**config.mk**
```make
export PLATFORM = sky130hd
export DESIGN_NAME = minute_catchup_polarity_pulse_driver_flat
export DESIGN_NICKNAME = d
export VERILOG_FILES = /design/src/rtl/core/mcpd_pkg.sv /design/src/rtl/core/mcpd_cmd_if.sv /design/src/rtl/core/mcpd_res_if.sv /design/src/rtl/core/minute_catchup_polarity_pulse_driver.sv /design/src/rtl/core/mcpd_div60.sv /design/src/flat_wrapper.sv
export SDC_FILE = /design/constraint.sdc
export NUM_CORES = 1
export LEC_CHECK = 0
export BUFFER_PORTS_ARGS = -buffer_cell sky130_fd_sc_hd__buf_4
export CAP_MARGIN = 10
export CORE_MARGIN = 8
export CORE_UTILIZATION = 56
export CTS_BUF_LIST = sky130_fd_sc_hd__clkbuf_4
export CTS_CLUSTER_DIAMETER = 50
export DETAILED_ROUTE_END_ITERATION = 8
export PLACE_DENSITY = 0.82
export SLEW_MARGIN = 0
export SYNTH_ARGS = -nofsm -noshare
export SYNTH_HDL_FRONTEND = slang
export SYNTH_SLANG_ARGS = --single-unit
```
**constraint.sdc**
```tcl
create_clock -name clk -period 8 [get_ports clk]
set_input_delay 1.6 -clock clk [delete_from_list [all_inputs] [get_ports clk]]
set_output_delay 1.6 -clock clk [all_outputs]
set_load 0.005 [all_outputs]
```
**src/rtl/core/mcpd_pkg.sv**
```systemverilog
// Shared types, widths and constants for the slave-clock pulse driver.
package mcpd_pkg;

	localparam int TIME_W   = 34;   // epoch seconds
	localparam int MIN_W    = 29;   // epoch minutes, floor(2^34 / 60) fits
	localparam int CNT_W    = 16;   // pulse counts and tick counts
	localparam int OP_W     = 2;
	localparam int QUART_W  = TIME_W - 2;
	localparam int PROD_W   = 2 * QUART_W;

	// Wall time before this is treated as not yet valid
	localparam logic [TIME_W-1:0] VALID_FLOOR = 34'd1672531200;

	// floor(y / 15) = (y * RECIP_15) >> RECIP_SHIFT, exact for 32-bit y
	localparam logic [QUART_W-1:0] RECIP_15    = 32'h8888_8889;
	localparam int                 RECIP_SHIFT = 35;

	localparam logic [CNT_W-1:0] PULSE_WIDTH_RESET = 16'd100;
	localparam logic [CNT_W-1:0] PULSE_GAP_RESET   = 16'd100;
	localparam logic [CNT_W-1:0] PENDING_RESET     = 16'd2;
	localparam logic [CNT_W-1:0] CNT_MAX           = 16'hFFFF;

	// Configuration register indexes
	localparam logic REG_PULSE_WIDTH = 1'b0;
	localparam logic REG_PULSE_GAP   = 1'b1;

	typedef enum logic [OP_W-1:0] {
		OP_TICK       = 2'd0,
		OP_SET_TIME   = 2'd1,
		OP_ADD_PULSES = 2'd2
	} op_t;

	typedef enum logic [1:0] {
		PH_IDLE = 2'd0,
		PH_HIGH = 2'd1,
		PH_LOW  = 2'd2
	} phase_t;

	// Load strobes for the two stages in front of the state update
	typedef struct packed {
		logic ld_s1;
		logic ld_s2;
	} pipe_en_t;

endpackage

```
**src/rtl/core/mcpd_cmd_if.sv**
```systemverilog
// Command channel: ticks, set-time and extra-pulse requests.
interface mcpd_cmd_if;
	import mcpd_pkg::*;

	logic                   valid;
	logic                   ready;
	logic [OP_W-1:0]        operation;
	logic [TIME_W-1:0]      now_seconds;
	logic [TIME_W-1:0]      operand_value;

	modport source (output valid, output operation, output now_seconds,
		output operand_value, input ready);
	modport sink (input valid, input operation, input now_seconds,
		input operand_value, output ready);
endinterface

```
**src/rtl/core/mcpd_res_if.sv**
```systemverilog
// Result channel: bridge levels and queue status after each command.
interface mcpd_res_if;
	import mcpd_pkg::*;

	logic               valid;
	logic               ready;
	logic               enable_level;
	logic               bridge_a_level;
	logic               bridge_b_level;
	logic               busy_res;
	logic [CNT_W-1:0]   pulses_left;

	modport source (output valid, output enable_level, output bridge_a_level,
		output bridge_b_level, output busy_res, output pulses_left, input ready);
	modport sink (input valid, input enable_level, input bridge_a_level,
		input bridge_b_level, input busy_res, input pulses_left, output ready);
endinterface

```
**src/rtl/core/minute_catchup_polarity_pulse_driver.sv**
```systemverilog
// Top level: slave-clock motor driver with minute catch-up and alternating polarity.
//
//  channel   role   handshake        payload
//  cmd       sink   valid / ready    operation, now_seconds, operand_value
//  res       source valid / ready    enable_level, bridge_a/b_level, busy_res, pulses_left
//  wr_*      sink   wr_en only       wr_index, wr_data (pulse width, pulse gap)
//
// One word is accepted per cycle unless a stall holds the pipe; each word passes the
// input register, divide-by-60 multiplier stage and state update to the result register.
// The 32x32 reciprocal multiply in the divider sets the stage length.
// Reset queues two pulses with polarity low; config returns to 100 ms width and gap.
// A stalled result register holds the pipe; cmd.ready follows res.ready back through it.
module minute_catchup_polarity_pulse_driver (
	input  logic                          clk,
	input  logic                          arst_n,
	mcpd_cmd_if.sink                      cmd,
	mcpd_res_if.source                    res,
	input  logic                          wr_en,
	input  logic                          wr_index,
	input  logic [mcpd_pkg::CNT_W-1:0]    wr_data
);
	import mcpd_pkg::*;

	// Configuration
	logic [CNT_W-1:0] width_q, gap_q;

	// Pipeline control and payload
	logic              s1v_q, s2v_q, outv_q;
	logic              adv3;
	pipe_en_t          en;
	op_t               op_s1, op_s2;
	logic              ge_s1, ge_s2;
	logic [CNT_W-1:0]  cnt_s1, cnt_s2;
	logic [TIME_W-1:0] dividend;
	logic [MIN_W-1:0]  min_s2;

	// Driver state
	logic              pol_q, pol_d;
	logic [CNT_W-1:0]  pend_q, pend_d;
	phase_t            phase_q, phase_d;
	logic [CNT_W-1:0]  cd_q, cd_d;
	logic [MIN_W-1:0]  shown_q, shown_d;

	logic [CNT_W-1:0]  cd_dec;
	logic [MIN_W-1:0]  diff;
	logic [CNT_W:0]    sum;

	// Configuration writes
	always_ff @(posedge clk or negedge arst_n) begin
		if (!arst_n) begin
			width_q <= PULSE_WIDTH_RESET;
			gap_q   <= PULSE_GAP_RESET;
		end else if (wr_en) begin
			unique case (wr_index)
				REG_PULSE_WIDTH: width_q <= wr_data;
				REG_PULSE_GAP:   gap_q   <= wr_data;
				default: ;
			endcase
		end
	end

	// Handshake: each stage moves when the one after it is empty or moving
	assign adv3      = s2v_q && (!outv_q || res.ready);
	assign en.ld_s2  = !s2v_q || adv3;
	assign en.ld_s1  = !s1v_q || (s1v_q && en.ld_s2);
	assign cmd.ready = en.ld_s1;

	always_ff @(posedge clk or negedge arst_n) begin
		if (!arst_n) begin
			s1v_q  <= 1'b0;
			s2v_q  <= 1'b0;
			outv_q <= 1'b0;
		end else begin
			if (en.ld_s1) s1v_q <= cmd.valid;
			if (en.ld_s2) s2v_q <= s1v_q;
			if (!outv_q || res.ready) outv_q <= s2v_q;
		end
	end

	// Set-time divides the operand, everything else the wall time
	assign dividend = (op_t'(cmd.operation) == OP_SET_TIME) ? cmd.operand_value
		: cmd.now_seconds;

	mcpd_div60 u_div (
		.clk        (clk),
		.en         (en),
		.seconds    (dividend),
		.minutes_s2 (min_s2)
	);

	// Side fields that travel with the quotient
	always_ff @(posedge clk) begin
		if (en.ld_s1) begin
			op_s1  <= op_t'(cmd.operation);
			ge_s1  <= cmd.now_seconds >= VALID_FLOOR;
			cnt_s1 <= (|cmd.operand_value[TIME_W-1:CNT_W]) ? CNT_MAX
				: cmd.operand_value[CNT_W-1:0];
		end
		if (en.ld_s2) begin
			op_s2  <= op_s1;
			ge_s2  <= ge_s1;
			cnt_s2 <= cnt_s1;
		end
	end

	// Next state for the word leaving stage 2
	always_comb begin
		pol_d   = pol_q;
		pend_d  = pend_q;
		phase_d = phase_q;
		cd_d    = cd_q;
		shown_d = shown_q;
		cd_dec  = (cd_q != '0) ? cd_q - 16'd1 : '0;
		diff    = min_s2 - shown_q;
		sum     = {1'b0, pend_q} + {1'b0, cnt_s2};

		unique case (op_s2)
			OP_TICK: begin
				// running pulse advances first
				unique case (phase_q)
					PH_HIGH: begin
						if (cd_dec == '0) begin
							if (gap_q == '0) begin
								pol_d   = ~pol_q;
								phase_d = PH_IDLE;
								cd_d    = '0;
							end else begin
								phase_d = PH_LOW;
								cd_d    = gap_q;
							end
						end else begin
							cd_d = cd_dec;
						end
					end
					PH_LOW: begin
						if (cd_dec == '0) begin
							pol_d   = ~pol_q;
							phase_d = PH_IDLE;
							cd_d    = '0;
						end else begin
							cd_d = cd_dec;
						end
					end
					default: phase_d = PH_IDLE;
				endcase
				if (phase_d == PH_IDLE) begin
					// minute catch-up only with an empty queue
					if (pend_q == '0 && ge_s2 && shown_q < min_s2) begin
						pend_d  = (|diff[MIN_W-1:CNT_W]) ? CNT_MAX : diff[CNT_W-1:0];
						shown_d = min_s2;
					end
					// start a queued pulse with enable already high
					if (pend_d != '0) begin
						pend_d  = pend_d - 16'd1;
						phase_d = PH_HIGH;
						cd_d    = (width_q != '0) ? width_q : 16'd1;
					end
				end
			end
			OP_SET_TIME:   shown_d = min_s2;
			OP_ADD_PULSES: pend_d = sum[CNT_W] ? CNT_MAX : sum[CNT_W-1:0];
			default: ;
		endcase
	end

	// State registers
	always_ff @(posedge clk or negedge arst_n) begin
		if (!arst_n) begin
			pol_q   <= 1'b0;
			pend_q  <= PENDING_RESET;
			phase_q <= PH_IDLE;
			cd_q    <= '0;
			shown_q <= '0;
		end else if (adv3) begin
			pol_q   <= pol_d;
			pend_q  <= pend_d;
			phase_q <= phase_d;
			cd_q    <= cd_d;
			shown_q <= shown_d;
		end
	end

	// Result register
	always_ff @(posedge clk) begin
		if (adv3) begin
			res.enable_level   <= phase_d == PH_HIGH;
			res.bridge_a_level <= pol_d;
			res.bridge_b_level <= ~pol_d;
			res.busy_res       <= (phase_d != PH_IDLE) || (pend_d != '0);
			res.pulses_left    <= pend_d;
		end
	end

	assign res.valid = outv_q;

	// A pulse in progress always has ticks left; idle keeps the count clear
	a_phase_count: assert property (@(posedge clk) disable iff (!arst_n)
		(phase_q == PH_IDLE) ? (cd_q == '0) : (cd_q != '0))
		else $error("phase and countdown disagree");

	// Driver state moves only when a word enters the result register
	a_state_hold: assert property (@(posedge clk) disable iff (!arst_n)
		!adv3 |=> $stable(pend_q) && $stable(phase_q) && $stable(pol_q))
		else $error("state changed without a word");

	// A stalled result keeps the word behind it in stage 2
	a_s2_hold: assert property (@(posedge clk) disable iff (!arst_n)
		(outv_q && !res.ready && s2v_q) |=> s2v_q)
		else $error("stage 2 word lost under stall");

	// Busy low in a result means no pulse and an empty queue
	a_busy: assert property (@(posedge clk) disable iff (!arst_n)
		(outv_q && !res.busy_res) |-> (res.pulses_left == '0 && !res.enable_level))
		else $error("idle result with pulse activity");
endmodule

```
**src/rtl/core/mcpd_div60.sv**
```systemverilog
// Two-stage floor division of epoch seconds by 60, giving epoch minutes.
module mcpd_div60 (
	input  logic                           clk,
	input  mcpd_pkg::pipe_en_t             en,
	input  logic [mcpd_pkg::TIME_W-1:0]    seconds,
	output logic [mcpd_pkg::MIN_W-1:0]     minutes_s2
);
	import mcpd_pkg::*;

	logic [QUART_W-1:0] quarter_s1;
	logic [PROD_W-1:0]  prod;

	// Stage 1: divide by 4
	always_ff @(posedge clk) begin
		if (en.ld_s1) begin
			quarter_s1 <= seconds[TIME_W-1:2];
		end
	end

	// Divide by 15 through the reciprocal, exact over the full range
	assign prod = {{QUART_W{1'b0}}, quarter_s1} * {{QUART_W{1'b0}}, RECIP_15};

	// Stage 2: registered quotient
	always_ff @(posedge clk) begin
		if (en.ld_s2) begin
			minutes_s2 <= prod[RECIP_SHIFT +: MIN_W];
		end
	end
endmodule

```
**src/flat_wrapper.sv**
```systemverilog
// flat-port wrapper written by rule: the top's interface ports become plain ports
module minute_catchup_polarity_pulse_driver_flat import mcpd_pkg::*;
  (clk, arst_n, wr_en, wr_index, wr_data, cmd_valid, cmd_operation, cmd_now_seconds, cmd_operand_value, cmd_ready, res_valid, res_enable_level, res_bridge_a_level, res_bridge_b_level, res_busy_res, res_pulses_left, res_ready);
  mcpd_cmd_if cmd_i ();
  mcpd_res_if res_i ();
  input  logic clk;
  input  logic arst_n;
  input  logic wr_en;
  input  logic wr_index;
  input  logic [mcpd_pkg::CNT_W-1:0] wr_data;
  input wire logic [$bits(cmd_i.valid)-1:0] cmd_valid;
  input wire logic [$bits(cmd_i.operation)-1:0] cmd_operation;
  input wire logic [$bits(cmd_i.now_seconds)-1:0] cmd_now_seconds;
  input wire logic [$bits(cmd_i.operand_value)-1:0] cmd_operand_value;
  output wire logic [$bits(cmd_i.ready)-1:0] cmd_ready;
  output wire logic [$bits(res_i.valid)-1:0] res_valid;
  output wire logic [$bits(res_i.enable_level)-1:0] res_enable_level;
  output wire logic [$bits(res_i.bridge_a_level)-1:0] res_bridge_a_level;
  output wire logic [$bits(res_i.bridge_b_level)-1:0] res_bridge_b_level;
  output wire logic [$bits(res_i.busy_res)-1:0] res_busy_res;
  output wire logic [$bits(res_i.pulses_left)-1:0] res_pulses_left;
  input wire logic [$bits(res_i.ready)-1:0] res_ready;
  assign cmd_i.valid = cmd_valid;
  assign cmd_i.operation = cmd_operation;
  assign cmd_i.now_seconds = cmd_now_seconds;
  assign cmd_i.operand_value = cmd_operand_value;
  assign cmd_ready = cmd_i.ready;
  assign res_valid = res_i.valid;
  assign res_enable_level = res_i.enable_level;
  assign res_bridge_a_level = res_i.bridge_a_level;
  assign res_bridge_b_level = res_i.bridge_b_level;
  assign res_busy_res = res_i.busy_res;
  assign res_pulses_left = res_i.pulses_left;
  assign res_i.ready = res_ready;
  minute_catchup_polarity_pulse_driver u_core (.clk(clk), .arst_n(arst_n), .cmd(cmd_i), .res(res_i), .wr_en(wr_en), .wr_index(wr_index), .wr_data(wr_data));
endmodule
```
==> results.cfg <==
[logic_synthesis]
ys.flop_type = edfxtp_1
syn_avg_cell_area_um2 = 10.3
syn_nets = 2740
synth_largest_area_cell = ha_1
async_reset_ff_share_pct = 45.4
synth_edf_count = 119
ys_types = 101
syn_inst = 2139
yosysTopAreaCellShare_pct = 19.6
synth.area.top_cells = ha_1 20%, edfxtp_1 16%, fa_1 15%
synth_most_common_cell = ha_1
ys_ff_latch = 218
synth_warnings = 0
yosysSeqAreaShare_pct = 27.5
syn-cell-area_mm2 = 0.0220
synth_common_cells = 345 x ha_1, 324 x inv_1, 164 x fa_1

[cts]
ctsHoldBuffers = 0
path_clk_slew_ns = 0.07
htreeDepth = 2
clockBufferDepth = 3
cts.sink_count = 218
root_buffer = clkbuf_4
post_cts_resized = 0
tritoncts = built
post_cts_buffers = 0
numCtsBuffers = 57
insertion_delay_ns = 0.83

[critical_path]
crit_fanout = 5
worstPathArrival_ns = 7.62
end_kind = register
critPathRequiredTime_ns = 8.52
critPathKind = register to register
cp-start-kind = register

[routing]
num_vias = 16900
first_iter_violations = 1257
drc_errors = 2
wl_per_cell_um = 19.8
ant_nets = 0
vias_per_cell = 5.95
wirelength_um = 56200
detail_route.first_pass.iterations = 8

[sta]
max_slew_margin_pct = 17.8
fmax_mhz = 141
slew_violations = 0
rsz0062_at_grt = false
setup_viol = 0
timing.final.crit_share_pct = 88.8
tightest_slew_ns = 1.23
hold_viol = 0
setup_tns_ns = 0
finalCriticalPeriod_ns = 7.10
fin_skew_ns = 0.0756

[die]
die_h_um = 214
io_pins = 114
initial_core_util_pct = 56.8
die_x_um = 214
die_area_mm2 = 0.0459
core.rowCount = 72
coreArea_mm2 = 0.0387

[global_routing]
busiest_layer = met2
grt_pass1_vias = 17700
use_met1_pct = 29.2
grt_pass1_wl_um = 90100
grtUsageTotal_pct = 24.0
use_met3_pct = 4.92
grt_max_degree = 58
grt_antenna_before_repair = 4
overflow = 0
grt.met2_usage_pct = 41.3

[layout]
area_growth_syn_to_layout_pct = 10.0
nets = 2876
nFillCells = 3096
drive_gt1_share_pct = 16.7

[flow_run]
drv_cap = 0

[status]
violations = design-rule violations
status = complete, but fails checks

[placement]
dp_hpwl_um = 45900
gp_congestion = 1.01
numPortBuffers = 113

[worst_hold_path]
hp-class = register to register
through the flow:
stage / cells / utilization (%) / hold WS (ns) / setup slack [ns] / cell area [um^2]
CTS: 2839 / 62.4 / 0.420 / 0.924 / 24200
global placement: 2734 / 60.4 / 0.400 / 1.01 / 23400
global route: 2841 / 62.5 / 0.422 / 0.491 / 24200
finish: 2844 / 62.5 / 0.419 / 0.897 / 24200
floorplan: 2139 / - / 0.400 / 1.48 / 22000
detailed placement: 2734 / 60.4 / 0.405 / 0.923 / 23400
routing by layer:
metal | wire length, um | part of all wire, %
met1 | 23200 | 41
met2 | 27300 | 49
met3 | 3620 | 6.4
met4 | 2120 | 3.8
met5 | 30 | 0.053
state kept, by name (all words and copies together), names as in the netlist, 16 cells and up:
signal                   count
u_core.u_div.quarter_s1     32
u_core.shown_q              29
u_core.u_div.minutes_s2     29
u_core.cd_q                 16
u_core.cnt_s1               16
u_core.cnt_s2               16
u_core.gap_q                16
u_core.pend_q               16
u_core.res.pulses_left      16
u_core.width_q              16
worst max-delay path, stage by stage, from the launching register on:
cell,delay [ns]
edfxtp_1,0.49
ha_1,0.40
inv_1,0.07
fa_1,0.49
fa_1,0.53
inv_1,0.06
fa_1,0.51
fa_1,0.52
fa_1,0.52
fa_1,0.49
ha_1,0.33
a21o_1,0.17
a21oi_1,0.17
nand3b_1,0.10
a21oi_1,0.19
o31ai_1,0.11
buf_4,0.17
a211oi_1,0.44
a21oi_1,0.21
o21ai_0,0.30
o221ai_1,0.19
o21ai_0,0.15
nor2b_1,0.17
xnor2_1,0.07
cell usage in the layout, fill, tap and decap left out, drive strengths merged, types with 34 or more instances in the layout:
master,instances
a21oi,121
o21ai,90
buf,126
nand2,94
mux2,103
ha,345
dfrtp,92
a21o,37
fa,164
xnor2,50
edfxtp,119
nand2b,40
nand3,34
inv,324
clkbuf,88
nor2,113
cells by family (layout without fill, tap and decap cells):
kind of cell	after synthesis	count (layout)	share of synthesized area (%)
buf+inv	374	556	6.52
simple gates	462	462	11.3
flops	218	218	27.5
other cells	0	5	0
compound gates	397	397	11.8
mux	108	108	5.50
fa+ha+maj	509	509	34.5
xor+xnor	71	71	2.83
layout make-up:
type | instances | area [um^2] | share of cell area (%)
Clock buffer | 88 | 661 | 2.73
Multi-Input combinational cell | 1547 | 14500 | 60.0
Inverter | 325 | 1220 | 5.04
Tap cell | 518 | 648 | 2.68
Antenna cell | 5 | 12.5 | 0.0517
Timing Repair Buffer | 126 | 946 | 3.91
Clock inverter | 17 | 140 | 0.579
Sequential cell | 218 | 6060 | 25.0
worst paths after layout:
| check | from | to | slack [ns] | cells after the start |
|---|---|---|---|---|
| min reg2reg | u_core.op_s1[1]$_DFFE_PP_ | u_core.op_s2[1]$_DFFE_PP_ | 0.42 | 0 |
| max | u_core.u_div.quarter_s1[1]$_DFFE_PP_ | u_core.u_div.minutes_s2[27]$_DFFE_PP_ | 0.90 | 23 |
| min in group asynchronous | arst_n | u_core.cd_q[13]$_DFFE_PN0P_ | 0.75 | 1 |
| max in group asynchronous | arst_n | u_core.shown_q[1]$_DFFE_PN0P_ | 6.01 | 2 |
| max reg2reg | u_core.u_div.quarter_s1[1]$_DFFE_PP_ | u_core.u_div.minutes_s2[27]$_DFFE_PP_ | 0.90 | 23 |
| min | u_core.op_s1[1]$_DFFE_PP_ | u_core.op_s2[1]$_DFFE_PP_ | 0.42 | 0 |
Power is left out: the tool's default activity adds up to more than one toggle a clock period on the data nets, which glitch-free logic cannot reach.
